## config.mk

```make
export PLATFORM = sky130hd
export DESIGN_NAME = srs_queue
export DESIGN_NICKNAME = d
export VERILOG_FILES = /design/src/rtl/srs_pkg.sv /design/src/rtl/srs_queue.sv
export SDC_FILE = /design/constraint.sdc
export NUM_CORES = 1
export LEC_CHECK = 0
export ABC_AREA = 1
export BUFFER_PORTS_ARGS = -buffer_cell sky130_fd_sc_hd__buf_2
export CAP_MARGIN = 25
export CORE_UTILIZATION = 40
export DETAILED_ROUTE_END_ITERATION = 6
export MAX_ROUTING_LAYER = met4
export PLACE_DENSITY = 0.66
export SLEW_MARGIN = 0
export SYNTH_ARGS = -nofsm -noshare
export SYNTH_HDL_FRONTEND = slang
export SYNTH_SLANG_ARGS = --single-unit
```

## constraint.sdc

```tcl
create_clock -name clock -period 2.9 [get_ports clock]
set_clock_uncertainty 0.15 [all_clocks]
set_input_delay 0.725 -clock clock [delete_from_list [all_inputs] [get_ports clock]]
set_output_delay 0.725 -clock clock [all_outputs]
set_load 0.1 [all_outputs]
```

## src/rtl/srs_pkg.sv

```systemverilog
// Shared constants and types for the semivariance ratio stream unit.
`timescale 1ns / 1ps
`default_nettype none
package srs_pkg;
   localparam int PRICE_BITS      = 32;
   localparam int LOG_TABLE_BITS  = 10;
   localparam int RATIO_FRAC_BITS = 16;
   localparam int LOG_W           = 33;
   localparam int LOG_FRAC_W      = 28;
   localparam logic [29:0] LN2_Q30 = 30'd744261118;
   localparam logic [28:0] ONE_Q28 = 29'h1000_0000;

   typedef struct packed {
      logic             usable;
      logic             last;
      logic [LOG_W-1:0] logv;
   } srs_entry_type;
endpackage
`default_nettype wire

```

## src/rtl/srs_queue.sv

```systemverilog
// Two-entry queue that carries classified samples from the front end to the back end.
`timescale 1ns / 1ps
`default_nettype none
module srs_queue (
   input  wire logic                  clock,
   input  wire logic                  reset,
   input  wire logic                  push_valid,
   input  wire srs_pkg::srs_entry_type push_data,
   input  wire logic                  pop,
   output logic                       full,
   output logic                       empty,
   output srs_pkg::srs_entry_type      pop_data
);
   srs_pkg::srs_entry_type mem_ff [2];
   logic       wr_ptr_ff, wr_ptr_in;
   logic       rd_ptr_ff, rd_ptr_in;
   logic [1:0] count_ff, count_in;
   logic       do_push, do_pop;

   assign full     = (count_ff == 2'd2);
   assign empty    = (count_ff == 2'd0);
   assign do_push  = push_valid && !full;
   assign do_pop   = pop && !empty;
   assign pop_data = mem_ff[rd_ptr_ff];

   always_comb begin
      wr_ptr_in = do_push ? !wr_ptr_ff : wr_ptr_ff;
      rd_ptr_in = do_pop ? !rd_ptr_ff : rd_ptr_ff;
      count_in  = count_ff;
      if (do_push && !do_pop) begin
         count_in = count_ff + 2'd1;
      end else if (do_pop && !do_push) begin
         count_in = count_ff - 2'd1;
      end
   end

   always_ff @(posedge clock) begin
      if (reset) begin
         wr_ptr_ff <= 1'b0;
         rd_ptr_ff <= 1'b0;
         count_ff  <= 2'd0;
      end else begin
         wr_ptr_ff <= wr_ptr_in;
         rd_ptr_ff <= rd_ptr_in;
         count_ff  <= count_in;
      end
   end

   always_ff @(posedge clock) begin
      if (do_push) begin
         mem_ff[wr_ptr_ff] <= push_data;
      end
   end
endmodule
`default_nettype wire

```

# Word level (Yosys, flattened, before mapping)
# Memories as Yosys holds them, arrays and structs flattened. A register that Yosys moved wholly into a read port is not among the register bits.
# Cells that the tools add are included.
# Widths: inputs -> output; s select.
dict set report word_totals {
  latchBits 0
  ramBits 70
  reg_bits 4
  word_cells 25
  out_inout_bits 37
  in_bits 39
  mem_bits_ro 0
  memories 1
}
dict set report classes {
  n_mux 6
  magnitude_cmp 0
  mul 0
  n_shift 0
  addsub 2
  n_reduce_logical 12
  bitwise_logic 0
  n_div 0
  eq_ne 1
}
# memory depth word_bits rd rd_clocked_by_memory_dff wr line
set memory_table {}
lappend memory_table {mem_ff 2 35 1 1 1 srs_queue.sv:14} ;# srs_pkg::srs_entry_type mem_ff [2];
# op count
set ops {}
lappend ops {{$logic_not 1->1} 6}
lappend ops {{$logic_and 1x1->1} 4}
lappend ops {{$mux 1} 4}
lappend ops {{$mux 2} 2}
lappend ops {{$add 2x1->2 const B} 1}
lappend ops {{$eq 2x2->1 const B} 1}
lappend ops {{$logic_not 2->1} 1}
lappend ops {{$reduce_bool 2->1} 1}
lappend ops {{$sub 2x1->2 const B} 1}

# Logic depth before layout (Yosys ltp)
dict set report logic_depth {
  word_depth 7
  ltp_mapped 10
}

# Worst setup path before layout
# Ideal clock, no wire load.
dict set report synth_path {
  path_kind {input-to-reg}
  start {in push_valid}
  end {mem mem_ff[0][0] in the netlist's numbering (enable)}
  required_ps 2323
  arrival_time_ps 2273
  cell_stages 2
  setup_slack_ps 50
  setup_ps 427
  path_buffers 0
  cell_sequence {o21ai_2 nor2_1}
}
dict set report synth_between {
  elab_chain_len 3
}
# element line
set synth_lines {}
lappend synth_lines {{start, declared} srs_queue.sv:7} ;# input wire logic push_valid,
lappend synth_lines {{$logic_and 1x1->1} srs_queue.sv:22} ;# assign do_push = push_valid && !full;
lappend synth_lines {{$mux 1} srs_queue.sv:50} ;# if (do_push) begin
lappend synth_lines {{$mux 1 (implied by the code)} srs_queue.sv:51} ;# mem_ff[wr_ptr_ff] <= push_data;
lappend synth_lines {{end, declared} srs_queue.sv:14}
# Every way passes these cells.

==> qor.txt <==
================================================================================
Antenna cells                                                                  0
Kind of start point of the critical path                               flip-flop
Final setup fails                                                              0
Die width                                                                87.6 um
Finished Core Util                                                         0.525
Core region area                                                     0.00694 mm2
Finished Cell Area                                                   0.00365 mm2
Post-CTS Setup Inserts                                                         0
Cell variety after synth                                                      17
Total count of max-transition violations in the final report                   0
Placed standard-cell area                                            0.00344 mm2
Average footprint of a synthesized cell                                 20.1 um2
Overall die area                                                     0.00767 mm2
Net count after synthesis                                                    186
Crit share post-route                                                      0.900
Clock transition at path regs                                              70 ps
Leakage power                                                            1.45 nW
Max-cap viol count                                                             0
TritonCTS Buffers                                                              9
Run status                                                          finished, final reports clean
Number of levels the H-tree was split into                                     3
Post-detailed-route via-to-cell ratio                                       4.53
Yosys synthesis warning count                                                  0
Length of the first detailed-routing pass in iterations                        4
Library cell used as clock root buffer                              sky130_fd_sc_hd__clkbuf_8
DRC marker count from the first detailed-route iteration                      58
Cell Int Power                                                           2.26 mW
Via count of the first global-routing pass                                  1444
Worst endpoint data arrival time                                         1740 ps
Hold Crit Class                                                     flip-flop to flip-flop
Nets                                                                         274
Clk pwr share                                                              0.200
Worst slew margin relative to its limit                                    0.656
Power per cell area                                                  1130 mW/mm2
Clock buffer depth                                                             2
RSZ-0062 raised after global routing                                          no
Die boundary height                                                      87.6 um
Largest net degree at the start of global routing                             18
Top-level port count                                                          76
Final Hold Violating Endpoints                                                 0
Logic pwr share                                                            0.449
Post-route worst setup slack                                              289 ps
Number of antenna violations at the first check in global routing              0
Count of port buffers added during placement                                  75
Net Sw Frac                                                                0.452
Fraction of the yosys area taken by sequential cells                       0.751
Post-detail-place hpwl                                                   3290 um
Switching component of the power                                         1.86 mW
Non-filler cells in the finished layout                                      335
Critical setup path kind                                            flip-flop to output port
Global placement routability congestion                                    0.744
Via total after detailed routing                                            1518
Number of instances in the synthesized netlist                               146
Critical path capture point type                                     output port
# rows                                                                        30
Detailed Route WL                                                        4660 um
Number of instances resized during post-cts repair                             0
Fraction of power consumed by sequential logic                             0.351
Placed cell count                                                            319
Clock latency on the worst-skew pair                                      330 ps
Post-synthesis instance area                                         0.00293 mm2
TritonCTS clock tree                                                       built
Number of sinks handled by clock tree synthesis                               75
Final-layout setup total negative slack                                     0 ps
Highest attainable clock frequency                                       383 MHz
Area growth from synthesis to final layout                                 24.5%
Share of layout cells above drive strength 1                               0.561
Post-route minimum period                                                2610 ps
Worst Setup Slack post-DPL                                                617 ps
GRT Overall Usage                                                          0.138
WL per Instance                                                          13.9 um
Post-DRT Antenna Nets                                                          0
Remaining global-route overflow                                                0
First-pass GRT wire length                                               7150 um
Endpoint required time on the critical path                              2030 ps
#FFs+latches synth                                                            75
Maximum ir drop on the vdd rail                                         0.842 mV
Post-detailed-route DRC marker count                                           0
Max FO, Critical Path                                                         15
Initial Utilization                                                        0.422
Transition time at the pin with the least slew margin                     515 ps
Count of hold-fix buffers inserted at cts                                      0
================================================================================
[sequential cells by signal (all words and copies together) (netlist names), named ones only]
| register | flops |
|---|---|
| count_ff | 2 |
| wr_ptr_ff | 1 |
| rd_ptr_ff | 1 |
| mem_ff | 70 |
[metal layers]
layer	track usage	up-vias	wire length, um
met4	0.0849	0	117
met1	0.165	725	2060
met5	-	-	0
li1	-	729	-
met2	0.204	53	2220
met3	0.0452	11	268
[final timing paths]
path	from	endpoint	slack (ps)	cells after the start
worst max-delay path	flip-flop	pop_data[16]	290	3
worst min-delay path	wr_ptr_ff	wr_ptr_ff	390	2
worst max register to register	count_ff[0]	mem_ff[1][27]	1080	3
worst min register to register	wr_ptr_ff	wr_ptr_ff	390	2
[power by group through the flow]
stage / registers, mW / logic [mW] / clock network (mW)
after floorplan: 1.44 / 1.67 / 0
after global placement: 1.47 / 1.85 / 0
after detailed placement: 1.47 / 1.86 / 0
after CTS: 1.45 / 1.86 / 0.851
after global routing: 1.46 / 1.92 / 0.901
final: 1.45 / 1.85 / 0.824
[through the flow]
stage / hold slack [ps] / power (mW)
2_1_floorplan: 325 / 3.11
3_3_place_gp: 372 / 3.32
3_5_place_dp: 387 / 3.34
4_1_cts: 396 / 4.17
5_1_grt: 399 / 4.28
6_report: 390 / 4.12
[layout make-up]
cell class,instances,area [um2]
fill,583,3300
clock buffer,9,124
timing repair buffer,81,445
tap,96,120
inverter,9,33.8
multi-input combinational,58,638
sequential,75,2200
clock inverter,7,82.6
[synth_stat cells]
| cell | count | share of area |
|---|---|---|
| sky130_fd_sc_hd__a21oi_1 | 1 | 0.0017 |
| sky130_fd_sc_hd__and2_1 | 1 | 0.0021 |
| sky130_fd_sc_hd__buf_12 | 3 | 0.020 |
| sky130_fd_sc_hd__buf_6 | 1 | 0.0038 |
| sky130_fd_sc_hd__dfxtp_1 | 5 | 0.034 |
| sky130_fd_sc_hd__edfxtp_1 | 70 | 0.72 |
| sky130_fd_sc_hd__ha_1 | 1 | 0.0043 |
| sky130_fd_sc_hd__inv_1 | 8 | 0.010 |
| sky130_fd_sc_hd__inv_2 | 1 | 0.0013 |
| sky130_fd_sc_hd__mux2_2 | 5 | 0.019 |
| sky130_fd_sc_hd__mux2_4 | 30 | 0.15 |
| sky130_fd_sc_hd__nand2_1 | 4 | 0.0051 |
| sky130_fd_sc_hd__nand3_1 | 1 | 0.0017 |
| sky130_fd_sc_hd__nand4_1 | 1 | 0.0021 |
| sky130_fd_sc_hd__nor2_1 | 9 | 0.012 |
| sky130_fd_sc_hd__o21ai_0 | 3 | 0.0051 |
| sky130_fd_sc_hd__o21ai_2 | 2 | 0.0060 |
[worst max-delay path, stage by stage, from the launching register on]
cell                      delay (ps)
sky130_fd_sc_hd__dfxtp_2         570
sky130_fd_sc_hd__buf_12          220
sky130_fd_sc_hd__mux2_4          310
sky130_fd_sc_hd__buf_2           290
[cells in the final DEF (no fill, tap or decap), types with 2 or more instances in the layout]
cell                        Yosys  routed
sky130_fd_sc_hd__buf_12         3       2
sky130_fd_sc_hd__edfxtp_1      70      70
sky130_fd_sc_hd__o21ai_0        3       3
sky130_fd_sc_hd__mux2_4        30      30
sky130_fd_sc_hd__mux2_2         5       5
sky130_fd_sc_hd__bufinv_16      0       2
sky130_fd_sc_hd__buf_2          0      75
sky130_fd_sc_hd__clkbuf_8       0       9
sky130_fd_sc_hd__inv_1          8       8
sky130_fd_sc_hd__clkinv_1       0       4
sky130_fd_sc_hd__o21ai_2        2       2
sky130_fd_sc_hd__buf_4          0       4
sky130_fd_sc_hd__nor2_4         0       2
sky130_fd_sc_hd__dfxtp_1        5       4
sky130_fd_sc_hd__nor2_1         9       7
sky130_fd_sc_hd__nand2_1        4       4
[logic make-up (layout without fill, tap and decap cells)]
family / count (synthesis) / after routing / share of synthesized area
flip-flops: 75 / 75 / 0.751
multiplexers: 35 / 35 / 0.173
AND/OR/NAND/NOR: 16 / 16 / 0.0226
buffers and inverters: 13 / 106 / 0.0359
AO/OA/AOI/OAI: 6 / 6 / 0.0128
adder cells (fa/ha/maj): 1 / 1 / 0.00427
Power figures use the tool's default switching activity.
