==> src/rtl/srs_pkg.sv <==
// Shared constants and types for the semivariance ratio stream unit.
`timescale 1ns / 1ps
`default_nettype none
package srs_pkg;
   localparam int PRICE_BITS      = 32;
   localparam int LOG_TABLE_BITS  = 10;
   localparam int RATIO_FRAC_BITS = 16;
   localparam int LOG_W           = 33;
   localparam int LOG_FRAC_W      = 28;
   localparam logic [29:0] LN2_Q30 = 30'd744261118;
   localparam logic [28:0] ONE_Q28 = 29'h1000_0000;

   typedef struct packed {
      logic             usable;
      logic             last;
      logic [LOG_W-1:0] logv;
   } srs_entry_type;
endpackage
`default_nettype wire

==> src/rtl/srs_front.sv <==
// Front end: accepts price samples, classifies them and computes their base-2 logarithm.
`timescale 1ns / 1ps
`default_nettype none
module srs_front #(
   parameter int PRICE_BITS     = srs_pkg::PRICE_BITS,
   parameter int LOG_TABLE_BITS = srs_pkg::LOG_TABLE_BITS
) (
   input  wire logic                   clock,
   input  wire logic                   reset,
   input  wire logic                   req_valid,
   output logic                        req_stall,
   input  wire logic [31:0]            req_price,
   input  wire logic                   req_price_missing,
   input  wire logic                   req_last_of_series,
   output logic                        push_valid,
   output srs_pkg::srs_entry_type       push_data,
   input  wire logic                   queue_full
);
   localparam int REST_W    = 31 - LOG_TABLE_BITS;
   localparam int ROM_SHIFT = 30 - LOG_TABLE_BITS;
   localparam logic [31:0] PRICE_MASK = 32'hFFFF_FFFF >> (32 - PRICE_BITS);

   localparam logic [2:0] ST_IDLE   = 3'd0;
   localparam logic [2:0] ST_NORM   = 3'd1;
   localparam logic [2:0] ST_ROM_A  = 3'd2;
   localparam logic [2:0] ST_ROM_B  = 3'd3;
   localparam logic [2:0] ST_INTERP = 3'd4;
   localparam logic [2:0] ST_PUSH   = 3'd5;

   logic [2:0]                state_ff, state_in;
   logic [31:0]               norm_ff, norm_in;
   logic [4:0]                exp_ff, exp_in;
   logic                      usable_ff, usable_in;
   logic                      last_ff, last_in;
   logic [LOG_TABLE_BITS:0]   idx_ff, idx_in;
   logic [30:0]               y_ff, y_in;
   logic [27:0]               acc_ff, acc_in;
   logic [4:0]                step_ff, step_in;
   logic [28:0]               rom_a_ff, rom_a_in;
   logic [28:0]               rom_b_ff, rom_b_in;
   logic [srs_pkg::LOG_W-1:0] log_ff, log_in;

   logic [31:0]               price_masked;
   logic [61:0]               square;
   logic [31:0]               y_sq;
   logic [27:0]               acc_next;
   logic [30:0]               y_next;
   logic [LOG_TABLE_BITS:0]   idx_plus;
   logic [28:0]               rom_diff;
   logic [28+REST_W:0]        interp_prod;
   logic [28:0]               interp_val;

   assign price_masked = req_price & PRICE_MASK;
   assign square       = {31'd0, y_ff} * {31'd0, y_ff};
   assign y_sq         = square[61:30];
   assign acc_next     = {acc_ff[26:0], y_sq[31]};
   assign y_next       = y_sq[31] ? y_sq[31:1] : y_sq[30:0];
   assign idx_plus     = idx_ff + {{LOG_TABLE_BITS{1'b0}}, 1'b1};
   assign rom_diff     = rom_b_ff - rom_a_ff;
   assign interp_prod  = {{REST_W{1'b0}}, rom_diff} * {29'd0, norm_ff[REST_W-1:0]};
   assign interp_val   = rom_a_ff + interp_prod[28+REST_W:REST_W];

   assign req_stall  = (state_ff != ST_IDLE);
   assign push_valid = (state_ff == ST_PUSH);
   assign push_data  = '{usable: usable_ff, last: last_ff, logv: log_ff};

   always_comb begin
      state_in  = state_ff;
      norm_in   = norm_ff;
      exp_in    = exp_ff;
      usable_in = usable_ff;
      last_in   = last_ff;
      idx_in    = idx_ff;
      y_in      = y_ff;
      acc_in    = acc_ff;
      step_in   = step_ff;
      rom_a_in  = rom_a_ff;
      rom_b_in  = rom_b_ff;
      log_in    = log_ff;
      case (state_ff)
         ST_IDLE: begin
            if (req_valid) begin
               usable_in = !req_price_missing && (price_masked != 32'd0);
               last_in   = req_last_of_series;
               norm_in   = price_masked;
               exp_in    = 5'd31;
               state_in  = usable_in ? ST_NORM : ST_PUSH;
            end
         end
         ST_NORM: begin
            if (norm_ff[31]) begin
               idx_in   = {1'b0, norm_ff[30 -: LOG_TABLE_BITS]};
               y_in     = {1'b1, norm_ff[30 -: LOG_TABLE_BITS], {ROM_SHIFT{1'b0}}};
               acc_in   = '0;
               step_in  = '0;
               state_in = ST_ROM_A;
            end else begin
               norm_in = {norm_ff[30:0], 1'b0};
               exp_in  = exp_ff - 5'd1;
            end
         end
         ST_ROM_A: begin
            y_in    = y_next;
            acc_in  = acc_next;
            step_in = step_ff + 5'd1;
            if (step_ff == 5'd27) begin
               rom_a_in = {1'b0, acc_next};
               step_in  = '0;
               acc_in   = '0;
               if (idx_plus[LOG_TABLE_BITS]) begin
                  rom_b_in = srs_pkg::ONE_Q28;
                  state_in = ST_INTERP;
               end else begin
                  y_in     = {1'b1, idx_plus[LOG_TABLE_BITS-1:0], {ROM_SHIFT{1'b0}}};
                  state_in = ST_ROM_B;
               end
            end
         end
         ST_ROM_B: begin
            y_in    = y_next;
            acc_in  = acc_next;
            step_in = step_ff + 5'd1;
            if (step_ff == 5'd27) begin
               rom_b_in = {1'b0, acc_next};
               state_in = ST_INTERP;
            end
         end
         ST_INTERP: begin
            log_in   = {exp_ff, 28'd0} + {4'd0, interp_val};
            state_in = ST_PUSH;
         end
         ST_PUSH: begin
            if (!queue_full) begin
               state_in = ST_IDLE;
            end
         end
         default: begin
            state_in = ST_IDLE;
         end
      endcase
   end

   always_ff @(posedge clock) begin
      if (reset) begin
         state_ff <= ST_IDLE;
      end else begin
         state_ff <= state_in;
      end
   end

   always_ff @(posedge clock) begin
      norm_ff   <= norm_in;
      exp_ff    <= exp_in;
      usable_ff <= usable_in;
      last_ff   <= last_in;
      idx_ff    <= idx_in;
      y_ff      <= y_in;
      acc_ff    <= acc_in;
      step_ff   <= step_in;
      rom_a_ff  <= rom_a_in;
      rom_b_ff  <= rom_b_in;
      log_ff    <= log_in;
   end
endmodule
`default_nettype wire

==> config.mk <==
export PLATFORM = sky130hd
export DESIGN_NAME = srs_front
export DESIGN_NICKNAME = d
export VERILOG_FILES = /design/src/rtl/srs_pkg.sv /design/src/rtl/srs_front.sv
export SDC_FILE = /design/constraint.sdc
export NUM_CORES = 2
export LEC_CHECK = 0
export BUFFER_PORTS_ARGS = -buffer_cell sky130_fd_sc_hd__buf_2
export CORE_MARGIN = 3
export CORE_UTILIZATION = 40
export CTS_BUF_LIST = sky130_fd_sc_hd__clkbuf_4
export CTS_CLUSTER_SIZE = 25
export DETAILED_ROUTE_END_ITERATION = 8
export PLACE_DENSITY_LB_ADDON = 0.05
export SLEW_MARGIN = 5
export SYNTH_ARGS = -nofsm -noshare
export SYNTH_HDL_FRONTEND = slang
export SYNTH_SLANG_ARGS = --single-unit
==> constraint.sdc <==
create_clock -name clock -period 13.9 [get_ports clock]
set_input_delay 0.695 -clock clock [delete_from_list [all_inputs] [get_ports clock]]
set_output_delay 0.695 -clock clock [all_outputs]
set_load 0.005 [all_outputs]
# [Word level (Yosys, flattened, before mapping)]
# Index checks and enable logic that the tools add are counted.
[word_totals] reg_bits=205 inputBits=38 out_inout_bits=37 wordCells=79
[op_classes] addsub=6 mul=2 n_eq_ne=13 n_mux=29 n_reduce_logical=16
[ops] operator="31-bit two-way mux" count=4
[ops] operator="31-bit one-hot mux with 3 select lines" count=1
[ops] operator="29-bit two-way mux" count=3
[ops] operator="27-bit one-hot mux with 3 select lines" count=1
[ops] operator="32-bit two-way mux" count=2
[ops] operator="32-bit one-hot mux with 2 select lines" count=1
[ops] operator="31-bit by 31-bit multiplier with 62-bit output" count=1
[ops] operator="29-bit one-hot mux with 2 select lines" count=1
[ops] operator="27-bit two-way mux" count=2
[ops] operator="29-bit by 21-bit multiplier with 50-bit output" count=1
[ops] operator="33-bit by 29-bit adder with 33-bit output" count=1
[ops] operator="32-bit nonzero test" count=1
[ops] operator="28-bit by 29-bit adder with 29-bit output" count=1
[ops] operator="29-bit by 28-bit subtractor with 29-bit output" count=1
[ops] operator="3-bit two-way mux" count=7
[ops] operator="5-bit two-way mux" count=4
[ops] operator="3-bit one-hot mux with 6 select lines" count=1
[ops] operator="5-bit one-hot mux with 3 select lines" count=1
[ops] operator="2-bit inequality test, second input constant" count=7
[ops] operator="10-bit by 1-bit adder with 11-bit output, second input constant" count=1
[ops] operator="5-bit one-hot mux with 2 select lines" count=1
[ops] operator="2-bit AND reduction" count=5
[ops] operator="3-bit by 2-bit equality test with 1-bit output, second input constant" count=2
[ops] operator="3-bit equality test, second input constant" count=2
[ops] operator="12 further kinds" count=14

# [Longest topological paths before layout]
[logic_depth] word_depth=5 ltp_mapped=55 depth_no_buf=54

# [Worst setup path before layout]
# No wires, ideal clock.
[synth_path] kind="register to register" from="register rom_a_ff[1]" to="register log_ff[32] in the netlist's numbering, data pin" arrival_ps=11479 required_time_ps=13642 slack_ps=2163 path_stages_with_launch=54 cell_sequence="edfxtp_1 > inv_1 > ha_1 > nor2b_1 > o21ai_1 > a21boi_1 > o21ai_1 > nand2b_1 > a21o_1 > o21ai_1 > o21bai_1 > a21o_1 > a21oi_1 > clkbuf_1 > nor3_1 > a311o_1 > fa_1 > fa_1 > (+18 left out) > nor2_1 > ha_1 > o21ai_0 > o21bai_1 > a21o_1 > a21oi_1 > a31oi_1 > nand4_1 > a41oi_1 > a41oi_1 > o21ai_0 > a21o_1 > a21oi_1 > xnor2_1 > ha_1 > ha_1 > nand3_1 > xnor2_1"
[synth_via] elab_chain_cells=4
[synth_lines] element="start: declaration" line_no="srs_front.sv:39" rtl="logic [28:0] rom_a_ff, rom_a_in;"
[synth_lines] element="start signal: assignment" line_no="srs_front.sv:160" rtl="rom_a_ff <= rom_a_in;"
[synth_lines] element="29-bit by 28-bit subtractor with 29-bit output" line_no="srs_front.sv:59" rtl="assign rom_diff = rom_b_ff - rom_a_ff;"
[synth_lines] element="29-bit by 21-bit multiplier with 50-bit output" line_no="srs_front.sv:60" rtl="assign interp_prod = {{REST_W{1'b0}}, rom_diff} * {29'd0, norm_ff[REST_W-1:0]};"
[synth_lines] element="28-bit by 29-bit adder with 29-bit output *" line_no="srs_front.sv:61" rtl="assign interp_val = rom_a_ff + interp_prod[28+REST_W:REST_W];"
[synth_lines] element="33-bit by 29-bit adder with 33-bit output *" line_no="srs_front.sv:129" rtl="log_in = {exp_ff, 28'd0} + {4'd0, interp_val};"
[synth_lines] element="end signal: assignment" line_no="srs_front.sv:162" rtl="log_ff <= log_in;"
[synth_lines] element="end: declaration" line_no="srs_front.sv:41" rtl="logic [srs_pkg::LOG_W-1:0] log_ff, log_in;"
# Every way passes the cells marked *; elsewhere a longest branch is shown, timed or not.
# A chain may end at the register's enable or synchronous reset.

# [Worst setup path in the final report]
# Ends and elaborated chain as after synthesis.

==> results.ini <==
[logic_synthesis]
syn-instance-count = 6207
ys_warn_count = 0
syn_area_um2 = 57900
yosys.area_share.simple = 0.152
ys_seq_area_frac = 0.106
synth_top_family_by_area = adder cells
ys_ff_latch = 205
synth_flop_cell = edfxtp_1
synth_top_area_cell = fa_1
syn_nets = 7983
synth_mux_area_frac = 0.00352
synth.distinct_cells = 81
synth_async_sr_flop_share = 0
synth_enable_flop_cells = 202
synth_fa_ha_area_frac = 0.539
avgSynthCellArea_um2 = 9.32
synth.top_cell.area_share = 0.436
synth_compound_area_frac = 0.0594
synth.area.top_cells = fa_1, edfxtp_1, ha_1
yosys.area_share.xor_xnor = 0.0193

[critical_path]
crit_path_frequent_cell = fa_1
reg2reg_from = rom_a_ff[1]
crit_start = rom_a_ff[1]
crit_family = compound AO/OA/AOI/OAI gates
worstPathArrival_ns = 13.55
worst_path_max_delay_cell = fa_1
rr_worst_depth = 53
path_class = flip-flop to flip-flop
cp.depth = 53
endpoint = log_ff[32]
path_buf_inv = 5
path_max_fanout = 13
worstReg2RegEnd = log_ff[32]
rrSetupSlack_ns = 0.94
cpPeakStageDelay_ns = 0.53
endpoint_kind = flip-flop
critPathLaunchType = flip-flop
worstPathRequired_ns = 14.49

[min_path]
hp-class = input port to flip-flop

[clock_tree]
cts_made_buffers = 57
cts_tree = built
ctsRootBufferMaster = clkbuf_4
clk_latency_ns = 0.86
clk_pin_slew_worst_paths_ns = 0.07
clock_path_buffers = 3
htreeDepth = 2
cts.sinks = 205

[drt]
drcViolationCount = 0
drt_iter0_drc = 2310
avgRoutedWirePerCell_um = 21.1
ant_nets = 0
vias = 40700
wl_mm = 171
drt-pass1-iter-count = 5
vias_per_cell = 5.03

[global_route]
grt_pass1_wl_mm = 267
gr-usage-all-layers = 0.237
antenna_found_initial = 26
overflow = 0
grt_pass1_vias = 44400
grt_max_degree = 63

[sta]
slew_headroom = 0.154
fin_skew_ns = 0.0609
final_hold_viol_count = 0
setup-tns-final_ns = 0
period_share = 0.932
drv_slew = 0
worst_hold_slack_ns = 0.114
fmax_ghz = 0.0772
period_needed_ns = 12.96
worst_pin_slew_ns = 1.27
rsz0062_at_grt = no
setup_viol_count_final = 0

[place]
hpwl_mm = 133
port_buffers = 74
place_area_um2 = 60500
dp_cells = 7978
gp_congestion = 0.856

[floorplan]
core_area_um2 = 143000
die_area_um2 = 149000
rows = 138
die_w_um = 386
ios = 75
die_y_um = 386
start_util = 0.406

[cells_and_area]
final_common_cell = inv_1
area_growth_pct = 5.95
layout_common_cells = inv_1, fa_1, nand2_1, and2_1, ha_1
postLayoutCellArea_um2 = 61300
drive_above_1_share = 0.0560
fin_cells = 8093
nets = 7925
nFillCells = 14400

[run]
drv_cap = 0

[outcome]
status = finished, final reports clean

[registers in the layout, summed over array words and instances (netlist names), 5 cells and up]
| register | count |
|---|---|
| exp_ff | 5 |
| rom_b_ff | 29 |
| acc_ff | 27 |
| y_ff | 31 |
| norm_ff | 32 |
| idx_ff | 10 |
| log_ff | 33 |
| step_ff | 5 |
| rom_a_ff | 28 |
[tightest hold or removal path, stage by stage]
cell     delay (ns)
buf_2          0.09
nand2_1        0.04
nand2_1        0.05
[how the worst min path moves through the flow]
| stage | depth (start not counted) | end | start | slack [ns] |
|---|---|---|---|---|
| after floorplan | 0 | rom_a_ff[27] | acc_ff[26] | 0.42 |
| after global placement | 0 | rom_a_ff[27] | acc_ff[26] | 0.43 |
| after detailed placement | 0 | rom_a_ff[27] | acc_ff[26] | 0.44 |
| after CTS | 3 | norm_ff[20] | req_price[20] | 0.02 |
| after global routing | 2 | usable_ff | req_price_missing | 0.03 |
| final | 3 | norm_ff[15] | req_price[15] | 0.11 |
[cell families after synthesis]
| family | count (synthesis) |
|---|---|
| buf+inv | 1855 |
| simple gates | 1743 |
| fa+ha+maj | 1738 |
| compound gates | 518 |
| flops | 205 |
| xor+xnor | 127 |
| mux | 20 |
| other cells | 1 |
[through the flow]
step | utilization | setup WS (ns)
after global routing | 0.430 | 0.0460
after detailed placement | 0.424 | 0.784
after global placement | 0.424 | 0.817
after CTS | 0.430 | 0.774
after floorplan | - | 2.16
final | 0.430 | 0.940
[cell usage after synthesis (10+ instances only)]
master       n
a211oi_1    14
a21o_1      60
a21oi_1    145
a311o_1     14
a31oi_1     29
and2_1     478
and3_1      73
and3b_1     16
clkbuf_1   300
edfxtp_1   202
fa_1      1260
ha_1       478
inv_1     1536
mux2i_1     17
nand2_1    682
nand2b_1    27
nand3_1     36
nand3b_1    36
nand4_1     20
nor2_1     191
nor2b_1     68
nor3_1      52
nor4_1      13
o211ai_1    10
o21a_1      16
o21ai_0     73
o21ai_1     13
o21bai_1    25
o22ai_1     22
o311ai_0    12
o31ai_1     10
or2_2       11
or4b_2      14
xnor2_1     87
xor2_1      39
[layout make-up]
| type | count | area [um2] | share of cell area |
|---|---|---|---|
| timing repair buffer | 192 | 1270 | 0.0208 |
| antenna | 12 | 30.0 | 0.000490 |
| clock buffer | 78 | 586 | 0.00955 |
| inverter | 1546 | 5800 | 0.0946 |
| multi-input combinational | 4147 | 45000 | 0.734 |
| clock inverter | 23 | 138 | 0.00224 |
| tap | 1890 | 2360 | 0.0386 |
| sequential | 205 | 6130 | 0.0999 |
[timing repair]
item / 4_1_cts / 5_1_grt
buffers inserted: 0 / 0
endpoints found under the hold margin: 4 / 0
endpoints found under the setup margin: 0 / 3
resized for setup: 0 / 2
hold buffers: 2 / 0
[per-layer routing]
layer / vias up / global-route usage / part of all wire / routed length (um)
met1: 21100 / 0.348 / 0.47 / 80300
met2: 803 / 0.383 / 0.46 / 79400
li1: 18700 / - / - / -
met5: - / 0 / 0.00026 / 45
met3: 142 / 0.0272 / 0.050 / 8500
met4: 6 / 0.0376 / 0.015 / 2510
Power is not shown: default switching activity piles up to over one toggle a cycle in this logic, so the estimate is an artifact.
