## src/rtl/srs_pkg.sv

```systemverilog
// Shared constants and types for the semivariance ratio stream unit.
`timescale 1ns / 1ps
`default_nettype none
package srs_pkg;
   localparam int PRICE_BITS      = 32;
   localparam int LOG_TABLE_BITS  = 10;
   localparam int RATIO_FRAC_BITS = 16;
   localparam int LOG_W           = 33;
   localparam int LOG_FRAC_W      = 28;
   localparam logic [29:0] LN2_Q30 = 30'd744261118;
   localparam logic [28:0] ONE_Q28 = 29'h1000_0000;

   typedef struct packed {
      logic             usable;
      logic             last;
      logic [LOG_W-1:0] logv;
   } srs_entry_type;
endpackage
`default_nettype wire

```

## src/rtl/srs_back.sv

```systemverilog
// Back end: squares log returns, accumulates semivariances and divides at series end unless there is no downside.
`timescale 1ns / 1ps
`default_nettype none
module srs_back #(
   parameter int RATIO_FRAC_BITS = srs_pkg::RATIO_FRAC_BITS
) (
   input  wire logic                   clock,
   input  wire logic                   reset,
   input  wire logic                   queue_empty,
   input  wire srs_pkg::srs_entry_type  pop_data,
   output logic                        pop,
   output logic                        rsp_valid,
   input  wire logic                   rsp_stall,
   output logic [31:0]                 rsp_ratio,
   output logic                        rsp_no_downside,
   output logic                        rsp_saturated
);
   localparam int DIVD_W = 64 + RATIO_FRAC_BITS;
   localparam int CNT_W  = $clog2(DIVD_W + 1);
   localparam logic [CNT_W-1:0] HIGH_STEPS = CNT_W'(DIVD_W - 32);
   localparam logic [CNT_W-1:0] LAST_STEP  = CNT_W'(DIVD_W - 1);

   localparam logic [3:0] B_IDLE = 4'd0;
   localparam logic [3:0] B_DIFF = 4'd1;
   localparam logic [3:0] B_LN   = 4'd2;
   localparam logic [3:0] B_SQ   = 4'd3;
   localparam logic [3:0] B_ACC  = 4'd4;
   localparam logic [3:0] B_POST = 4'd5;
   localparam logic [3:0] B_DIV  = 4'd6;
   localparam logic [3:0] B_EMIT = 4'd7;

   logic [3:0]                state_ff, state_in;
   srs_pkg::srs_entry_type    cur_ff, cur_in;
   logic                      prev_usable_ff, prev_usable_in;
   logic [srs_pkg::LOG_W-1:0] prev_log_ff, prev_log_in;
   logic                      pos_ff, pos_in;
   logic [srs_pkg::LOG_W-1:0] diff_ff, diff_in;
   logic [30:0]               mag_ff, mag_in;
   logic [61:0]               sq_ff, sq_in;
   logic [63:0]               up_ff, up_in;
   logic [63:0]               down_ff, down_in;
   logic                      sat_ff, sat_in;
   logic [64:0]               rem_ff, rem_in;
   logic [DIVD_W-1:0]         dvd_ff, dvd_in;
   logic [31:0]               quot_ff, quot_in;
   logic                      ovf_ff, ovf_in;
   logic [CNT_W-1:0]          cnt_ff, cnt_in;
   logic [31:0]               res_ratio_ff, res_ratio_in;
   logic                      res_nd_ff, res_nd_in;
   logic                      res_sat_ff, res_sat_in;
   logic                      rsp_valid_ff, rsp_valid_in;
   logic [31:0]               rsp_ratio_ff;
   logic                      rsp_nd_ff;
   logic                      rsp_sat_ff;

   logic [63:0] ln_prod;
   logic [63:0] ln_round;
   logic [64:0] acc_sum;
   logic [64:0] shifted;
   logic        div_ge;
   logic        ovf_next;
   logic [31:0] quot_next;
   logic        load_out;

   assign ln_prod   = {31'd0, diff_ff} * {34'd0, srs_pkg::LN2_Q30};
   assign ln_round  = ln_prod + 64'h2000_0000;
   assign acc_sum   = {1'b0, (pos_ff ? up_ff : down_ff)} + {3'd0, sq_ff};
   assign shifted   = {rem_ff[63:0], dvd_ff[DIVD_W-1]};
   assign div_ge    = shifted >= {1'b0, down_ff};
   assign ovf_next  = ovf_ff || (div_ge && (cnt_ff < HIGH_STEPS));
   assign quot_next = {quot_ff[30:0], div_ge};
   assign load_out  = (state_ff == B_EMIT) && (!rsp_valid_ff || !rsp_stall);
   assign pop       = (state_ff == B_IDLE) && !queue_empty;

   assign rsp_valid       = rsp_valid_ff;
   assign rsp_ratio       = rsp_ratio_ff;
   assign rsp_no_downside = rsp_nd_ff;
   assign rsp_saturated   = rsp_sat_ff;
   assign rsp_valid_in    = (rsp_valid_ff && rsp_stall) || load_out;

   always_comb begin
      state_in       = state_ff;
      cur_in         = cur_ff;
      prev_usable_in = prev_usable_ff;
      prev_log_in    = prev_log_ff;
      pos_in         = pos_ff;
      diff_in        = diff_ff;
      mag_in         = mag_ff;
      sq_in          = sq_ff;
      up_in          = up_ff;
      down_in        = down_ff;
      sat_in         = sat_ff;
      rem_in         = rem_ff;
      dvd_in         = dvd_ff;
      quot_in        = quot_ff;
      ovf_in         = ovf_ff;
      cnt_in         = cnt_ff;
      res_ratio_in   = res_ratio_ff;
      res_nd_in      = res_nd_ff;
      res_sat_in     = res_sat_ff;
      case (state_ff)
         B_IDLE: begin
            if (!queue_empty) begin
               cur_in   = pop_data;
               state_in = B_DIFF;
            end
         end
         B_DIFF: begin
            if (cur_ff.usable && prev_usable_ff) begin
               pos_in   = cur_ff.logv > prev_log_ff;
               diff_in  = pos_in ? cur_ff.logv - prev_log_ff : prev_log_ff - cur_ff.logv;
               state_in = B_LN;
            end else begin
               state_in = B_POST;
            end
         end
         B_LN: begin
            mag_in   = (ln_round[63:30] > 34'h0_7FFF_FFFF) ? 31'h7FFF_FFFF : ln_round[60:30];
            state_in = B_SQ;
         end
         B_SQ: begin
            sq_in    = {31'd0, mag_ff} * {31'd0, mag_ff};
            state_in = B_ACC;
         end
         B_ACC: begin
            if (pos_ff) begin
               up_in = acc_sum[64] ? 64'hFFFF_FFFF_FFFF_FFFF : acc_sum[63:0];
            end else begin
               down_in = acc_sum[64] ? 64'hFFFF_FFFF_FFFF_FFFF : acc_sum[63:0];
            end
            sat_in   = sat_ff || acc_sum[64];
            state_in = B_POST;
         end
         B_POST: begin
            prev_usable_in = cur_ff.usable;
            prev_log_in    = cur_ff.logv;
            if (!cur_ff.last) begin
               state_in = B_IDLE;
            end else if (down_ff == 64'd0) begin
               res_ratio_in = 32'd0;
               res_nd_in    = 1'b1;
               res_sat_in   = sat_ff;
               state_in     = B_EMIT;
            end else begin
               rem_in   = '0;
               dvd_in   = {up_ff, {RATIO_FRAC_BITS{1'b0}}};
               quot_in  = '0;
               ovf_in   = 1'b0;
               cnt_in   = '0;
               state_in = B_DIV;
            end
         end
         B_DIV: begin
            rem_in  = div_ge ? shifted - {1'b0, down_ff} : shifted;
            dvd_in  = {dvd_ff[DIVD_W-2:0], 1'b0};
            quot_in = quot_next;
            ovf_in  = ovf_next;
            cnt_in  = cnt_ff + {{(CNT_W-1){1'b0}}, 1'b1};
            if (cnt_ff == LAST_STEP) begin
               res_ratio_in = ovf_next ? 32'hFFFF_FFFF : quot_next;
               res_nd_in    = 1'b0;
               res_sat_in   = sat_ff || ovf_next;
               state_in     = B_EMIT;
            end
         end
         B_EMIT: begin
            if (load_out) begin
               up_in          = '0;
               down_in        = '0;
               sat_in         = 1'b0;
               prev_usable_in = 1'b0;
               state_in       = B_IDLE;
            end
         end
         default: begin
            state_in = B_IDLE;
         end
      endcase
   end

   always_ff @(posedge clock) begin
      if (reset) begin
         state_ff       <= B_IDLE;
         prev_usable_ff <= 1'b0;
         up_ff          <= '0;
         down_ff        <= '0;
         sat_ff         <= 1'b0;
         rsp_valid_ff   <= 1'b0;
      end else begin
         state_ff       <= state_in;
         prev_usable_ff <= prev_usable_in;
         up_ff          <= up_in;
         down_ff        <= down_in;
         sat_ff         <= sat_in;
         rsp_valid_ff   <= rsp_valid_in;
      end
   end

   always_ff @(posedge clock) begin
      cur_ff       <= cur_in;
      prev_log_ff  <= prev_log_in;
      pos_ff       <= pos_in;
      diff_ff      <= diff_in;
      mag_ff       <= mag_in;
      sq_ff        <= sq_in;
      rem_ff       <= rem_in;
      dvd_ff       <= dvd_in;
      quot_ff      <= quot_in;
      ovf_ff       <= ovf_in;
      cnt_ff       <= cnt_in;
      res_ratio_ff <= res_ratio_in;
      res_nd_ff    <= res_nd_in;
      res_sat_ff   <= res_sat_in;
      if (load_out) begin
         rsp_ratio_ff <= res_ratio_ff;
         rsp_nd_ff    <= res_nd_ff;
         rsp_sat_ff   <= res_sat_ff;
      end
   end

`ifndef SYNTHESIS
   a_cleared_after_result: assert property (@(posedge clock) disable iff (reset)
      load_out |=> (up_ff == 64'd0 && down_ff == 64'd0 && !sat_ff && !prev_usable_ff))
      else $error("Series state was not cleared after a result.");
   a_no_downside_zero: assert property (@(posedge clock) disable iff (reset)
      (rsp_valid_ff && rsp_nd_ff) |-> (rsp_ratio_ff == 32'd0))
      else $error("Ratio is nonzero on a result without downside.");
   a_div_count: assert property (@(posedge clock) disable iff (reset)
      (state_ff == B_DIV) |-> (cnt_ff <= LAST_STEP))
      else $error("Division step count overran.");
`endif
endmodule
`default_nettype wire

```

## config.mk

```make
export PLATFORM = sky130hd
export DESIGN_NAME = srs_back
export DESIGN_NICKNAME = d
export VERILOG_FILES = /design/src/rtl/srs_pkg.sv /design/src/rtl/srs_back.sv
export SDC_FILE = /design/constraint.sdc
export NUM_CORES = 2
export LEC_CHECK = 0
export BUFFER_PORTS_ARGS = -buffer_cell sky130_fd_sc_hd__buf_2
export CORE_MARGIN = 2
export CORE_UTILIZATION = 50
export CTS_CLUSTER_SIZE = 40
export DETAILED_ROUTE_END_ITERATION = 10
export PLACE_DENSITY = 0.65
export SLEW_MARGIN = 20
export SYNTH_ARGS = -nofsm -noshare
export SYNTH_HDL_FRONTEND = slang
export SYNTH_SLANG_ARGS = --single-unit
```

## constraint.sdc

```tcl
create_clock -name clock -period 45.6 [get_ports clock]
set_clock_uncertainty 0.2 [all_clocks]
set_input_delay 4.56 -clock clock [delete_from_list [all_inputs] [get_ports clock]]
set_output_delay 4.56 -clock clock [all_outputs]
set_load 0.02 [all_outputs]
```

* Yosys cells after proc, flatten, opt, wreduce, memory -nomap -nowiden
Index checks and enable logic that the tools add are counted.
** Storage, ports and cells
- Output and inout port bits :: 36
- Register bits :: 581
- Word-level logic and storage cells :: 128
- Input port bits :: 39
** Cells by class
- Multiplexer cells :: 47
- Reductions and logical operators :: 27
- Multipliers :: 2
- Equal/unequal tests :: 16
- Bitwise operators :: 1
- Add/sub/neg operators :: 6
- $lt $le $gt $ge :: 4
** Operators with widths (count)
- $mux 64 :: 8
- $pmux 64 s2 :: 3
- $mux 80 :: 2
- $pmux 80 s2 :: 1
- $mux 32 :: 4
- $sub 33x33->33 :: 2
- $add 64x62->65 :: 1
- $ge 65x64->1 :: 1
- $add 63x30->64 const B :: 1
- $logic_not 64->1 :: 1
- $pmux 32 s2 :: 1
- $sub 64x64->64 :: 1
- $mul 31x31->62 :: 1
- $mul 33x29->62 const B :: 1
- $mux 31 :: 2
- $pmux 31 s2 :: 1
- $gt 34x31->1 const B :: 1
- $gt 33x33->1 :: 1
- $mux 33 :: 1
- $pmux 4 s8 :: 1
- $eq 4x3->1 const B :: 4
- $ne 2x2->1 const B :: 8
- $mux 7 :: 2
- $pmux 7 s2 :: 1
- 18 further kinds :: 53

* Depth between registers and ports, before layout
- Word-level depth :: 6
- Depth in mapped cells :: 33
- Mapped depth without buffers :: 31

* Least setup slack after synthesis
OpenSTA, ideal clock, no wires.
- Path kind :: register to register
- Start :: register state_ff[2]
- End :: register cnt_ff[0] (enable)
- Stages on the path, launching flop included :: 5
- Data arrival time :: 13.172 ns
- Buffers on the path :: 1
- Setup slack :: 31.290 ns
- Data required time :: 44.462 ns
- Cell sequence :: dfxtp_1 -> clkbuf_1 -> nand2_1 -> or2_2 -> o31ai_1
** Between the ends
- Cells in the longest elaborated chain, start to end :: 3
- Elaborated cells on any way between the ends :: 6
- Classes of those cells :: eq/ne: 4; reduce/logical: 2
** Ends and longest elaborated chain
- start: declaration :: line srs_back.sv:32 : logic [3:0] state_ff, state_in;
- start signal: assignment :: line srs_back.sv:190 : state_ff <= state_in;
- $eq 4x3->1 :: line srs_back.sv:101 : case (state_ff)
- $ne 2x2->1 (no line) or $reduce_bool 2->1 (tied branches)
- $reduce_and 3->1 (no line) *
- end signal: assignment :: line srs_back.sv:210 : cnt_ff <= cnt_in;
- end: declaration :: line srs_back.sv:47 : logic [CNT_W-1:0] cnt_ff, cnt_in;
Every way passes the cells marked *; elsewhere a longest branch is shown, timed or not.
A chain may end at the register's enable or synchronous reset.

* Final worst setup path
- Start :: register mag_ff[10]
- End :: register sq_ff[60] (data pin)
** Between the ends
- Cells in the longest elaborated chain, start to end :: 1
** Ends and longest elaborated chain
- start: declaration :: line srs_back.sv:38 : logic [30:0] mag_ff, mag_in;
- start signal: assignment :: line srs_back.sv:204 : mag_ff <= mag_in;
- $mul 31x31->62 :: line srs_back.sv:122 : sq_in = {31'd0, mag_ff} * {31'd0, mag_ff};
- end signal: assignment :: line srs_back.sv:205 : sq_ff <= sq_in;
- end: declaration :: line srs_back.sv:39 : logic [61:0] sq_ff, sq_in;
No other way between the ends.

==> metrics.txt <==
outcome=complete, no violations; total grt overflow=0; Yosys reg bits=563; hold path cells=0; Arrival @ worst endpoint=10.77 ns; sequential share of the synthesized area=20.6%; startpoint type of the worst setup path=flop; gpl congestion=0.970; Worst R2R Setup Slack=35.03 ns; Pre-antenna DRT Iters=6; Port-buffer cells=74; htree depth=3; worst r2r path cells=28; root buffer cell=clkbuf_16; area share of the largest cell type after synthesis=29.9%; hold crit path type=reg2reg; Crit. End Element=flop; Reg2Reg Launch Point=mag_ff[10]; # rows=142; hold buffer count at cts=0; DRT antenna net count=0; vias in the first global route=57946; largest net degree at the start of global routing=95; Worst-Skew Late Latency=0.70 ns; Setup Fix Bufs, Post-CTS=0; DP Wirelength=160000 um; Worst Path Max Fanout=24; RR Endpoint=sq_ff[60]; fin crit period=10.57 ns; DRC violations left=0; Synth warnings=0; first-pass GRT wire length=325000 um; Synth top cells by count=inv_1 (1694), fa_1 (1129), nand2_1 (898), ha_1 (788), a21oi_1 (443); Post-synth EDFFs=429; CP peak stage delay=0.65 ns; die width=393 um; pre-CTS setup slack=35.09 ns; Die Y=393 um; relative slew slack=23.6%; final wirelength=202000 um; Clock Path Buffers=3; # clock sinks=563; initial core utilization=50.4%; most instantiated library cell after synthesis=inv_1; slowest CP cell=nor4b_1; Final period util=23.2%; leading area contributor after synthesis=fa_1; CTS tree=done; die area=155000 um^2; share of layout cells above drive strength 1=4.40%; Core Region=150000 um^2; vias after detailed routing=55401; # setup viols final=0; Setup TNS=0 ns; Filler cells=13668; Ports=75; Synth Area per Inst=9.39 um^2; Tot GR Track Use=27.1%; total CTS buffers=70; Final Max Slew Viols=0; Synth-to-Final Area Change=6.05%; initial antenna violation count=2; fmax=94.6 MHz; Synth cell types=97; Crit path top cell by count=fa_1; Top FF cell, synth=edfxtp_1; syn nets=10020; synth top area cells=fa_1 (30%), edfxtp_1 (17%), ha_1 (13%); Async S/R FF share, synth=0%; Post-Syn Area=75700 um^2; Max-Cap Viols=0; WHS Endpoint=rsp_ratio[1]; Crit Path Category=reg2reg; clk slew on worst S/H paths=0.06 ns; PnR worst setup slack=35.03 ns; vias per cell=5.53; Cells after Synth=8064; DRT iter0 DRCs=3894; worst-margin pin slew=1.13 ns; post-CTS sizing=0; RSZ-0062 raised after global routing=no; Hold Violations, Final=0; Final #Nets=9903; Data required, critical path=45.80 ns; Routed WL per cell=20.2 um; worst hold start=res_ratio_ff[1]
## flip-flops by register name (all words and copies together), names as in the netlist, 32 cells and up
signal and flops:
cur_ff 35, diff_ff 33, up_ff 64, prev_log_ff 33
dvd_ff 64, sq_ff 61, rsp_ratio 32, rem_ff 64
res_ratio_ff 32, down_ff 64
## worst max-delay path by stage
stage / start / endpoint / cells after the start
after detailed placement: mag_ff[10] / sq_ff[58] / 28
after global placement: mag_ff[10] / sq_ff[58] / 28
after global routing: mag_ff[10] / sq_ff[60] / 26
after floorplan: state_ff[2] / cnt_ff[0] / 4
final: mag_ff[10] / sq_ff[60] / 28
after CTS: mag_ff[10] / sq_ff[60] / 28
## layout by cell type, fill, tap and decap left out, types with 12 or more instances in the layout
| cell type | instances |
|---|---|
| inv_1 | 1691 |
| fa_1 | 1129 |
| nand2_1 | 897 |
| ha_1 | 788 |
| a21oi_1 | 443 |
| edfxtp_1 | 429 |
| o21ai_0 | 329 |
| nor2_1 | 303 |
| a21o_1 | 208 |
| and2_1 | 203 |
| xnor2_1 | 160 |
| dfxtp_1 | 134 |
| xor2_1 | 104 |
| nand3_1 | 84 |
| nand4_1 | 77 |
| buf_2 | 73 |
| clkbuf_16 | 72 |
| nor3_1 | 61 |
| buf_4 | 57 |
| o21bai_1 | 55 |
| a31oi_1 | 44 |
| a22oi_1 | 43 |
| a211oi_1 | 40 |
| and3_1 | 38 |
| o21a_1 | 33 |
| nor2b_1 | 31 |
| nand2b_1 | 29 |
| nor4_1 | 28 |
| or3_1 | 25 |
| o211ai_1 | 24 |
| o21ai_2 | 24 |
| o31ai_1 | 20 |
| or2_2 | 17 |
| mux2i_1 | 15 |
| clkinv_1 | 14 |
| a221oi_1 | 13 |
| o21ai_1 | 12 |
## logic make-up (layout without fill, tap and decap cells)
group | Yosys count | after routing | share of synthesized area (%)
AO/OA/AOI/OAI | 1422 | 1422 | 11.8
XOR/XNOR | 265 | 265 | 3.08
multiplexers | 22 | 22 | 0.303
AND/OR/NAND/NOR | 1851 | 1851 | 11.2
adder cells (fa/ha/maj) | 1917 | 1917 | 42.9
buffers and inverters | 2024 | 1962 | 10.1
flip-flops | 563 | 563 | 20.6
other | 0 | 1 | 0
## layout make-up
| class | count | area (um^2) | share of cell area, % |
|---|---|---|---|
| diodes | 1 | 2.50 | 0.00312 |
| multi-input cells | 5477 | 52600 | 65.5 |
| clock buffers | 91 | 1950 | 2.43 |
| repair buffers | 131 | 813 | 1.01 |
| well taps | 2016 | 2520 | 3.14 |
| inverters | 1704 | 6400 | 7.97 |
| flip-flops and latches | 563 | 15600 | 19.4 |
| clock inverters | 36 | 414 | 0.516 |
## metrics by stage
stage                     utilization (%)  cells  instance area, um^2  hold slack (ns)
after detailed placement             51.9   9891                77900            0.205
after global placement               51.9   9891                77900            0.201
after floorplan                         -   8064                75700            0.200
after global routing                 53.5  10018                80300            0.211
final                                53.5  10019                80300            0.200
after CTS                            53.5  10018                80300            0.200
## per-layer routing
layer,GRT usage [%],routed length [um],vias up
met4,10.4,8420,0
met3,3.46,12500,361
met2,44.5,94700,1737
li1,-,-,25729
met5,0,0,-
met1,36.6,86800,27574
## worst max-delay path: cells and delay by family (launching register included)
family                   cells  cell delay (ns)
flip-flops                   1             0.33
AND/OR/NAND/NOR              6             2.39
buffers and inverters        6             1.16
adder cells (fa/ha/maj)      9             4.16
AO/OA/AOI/OAI                7             2.05
Power is left out: the tool's default activity adds up to more than one toggle a clock period on the data nets, which glitch-free logic cannot reach.
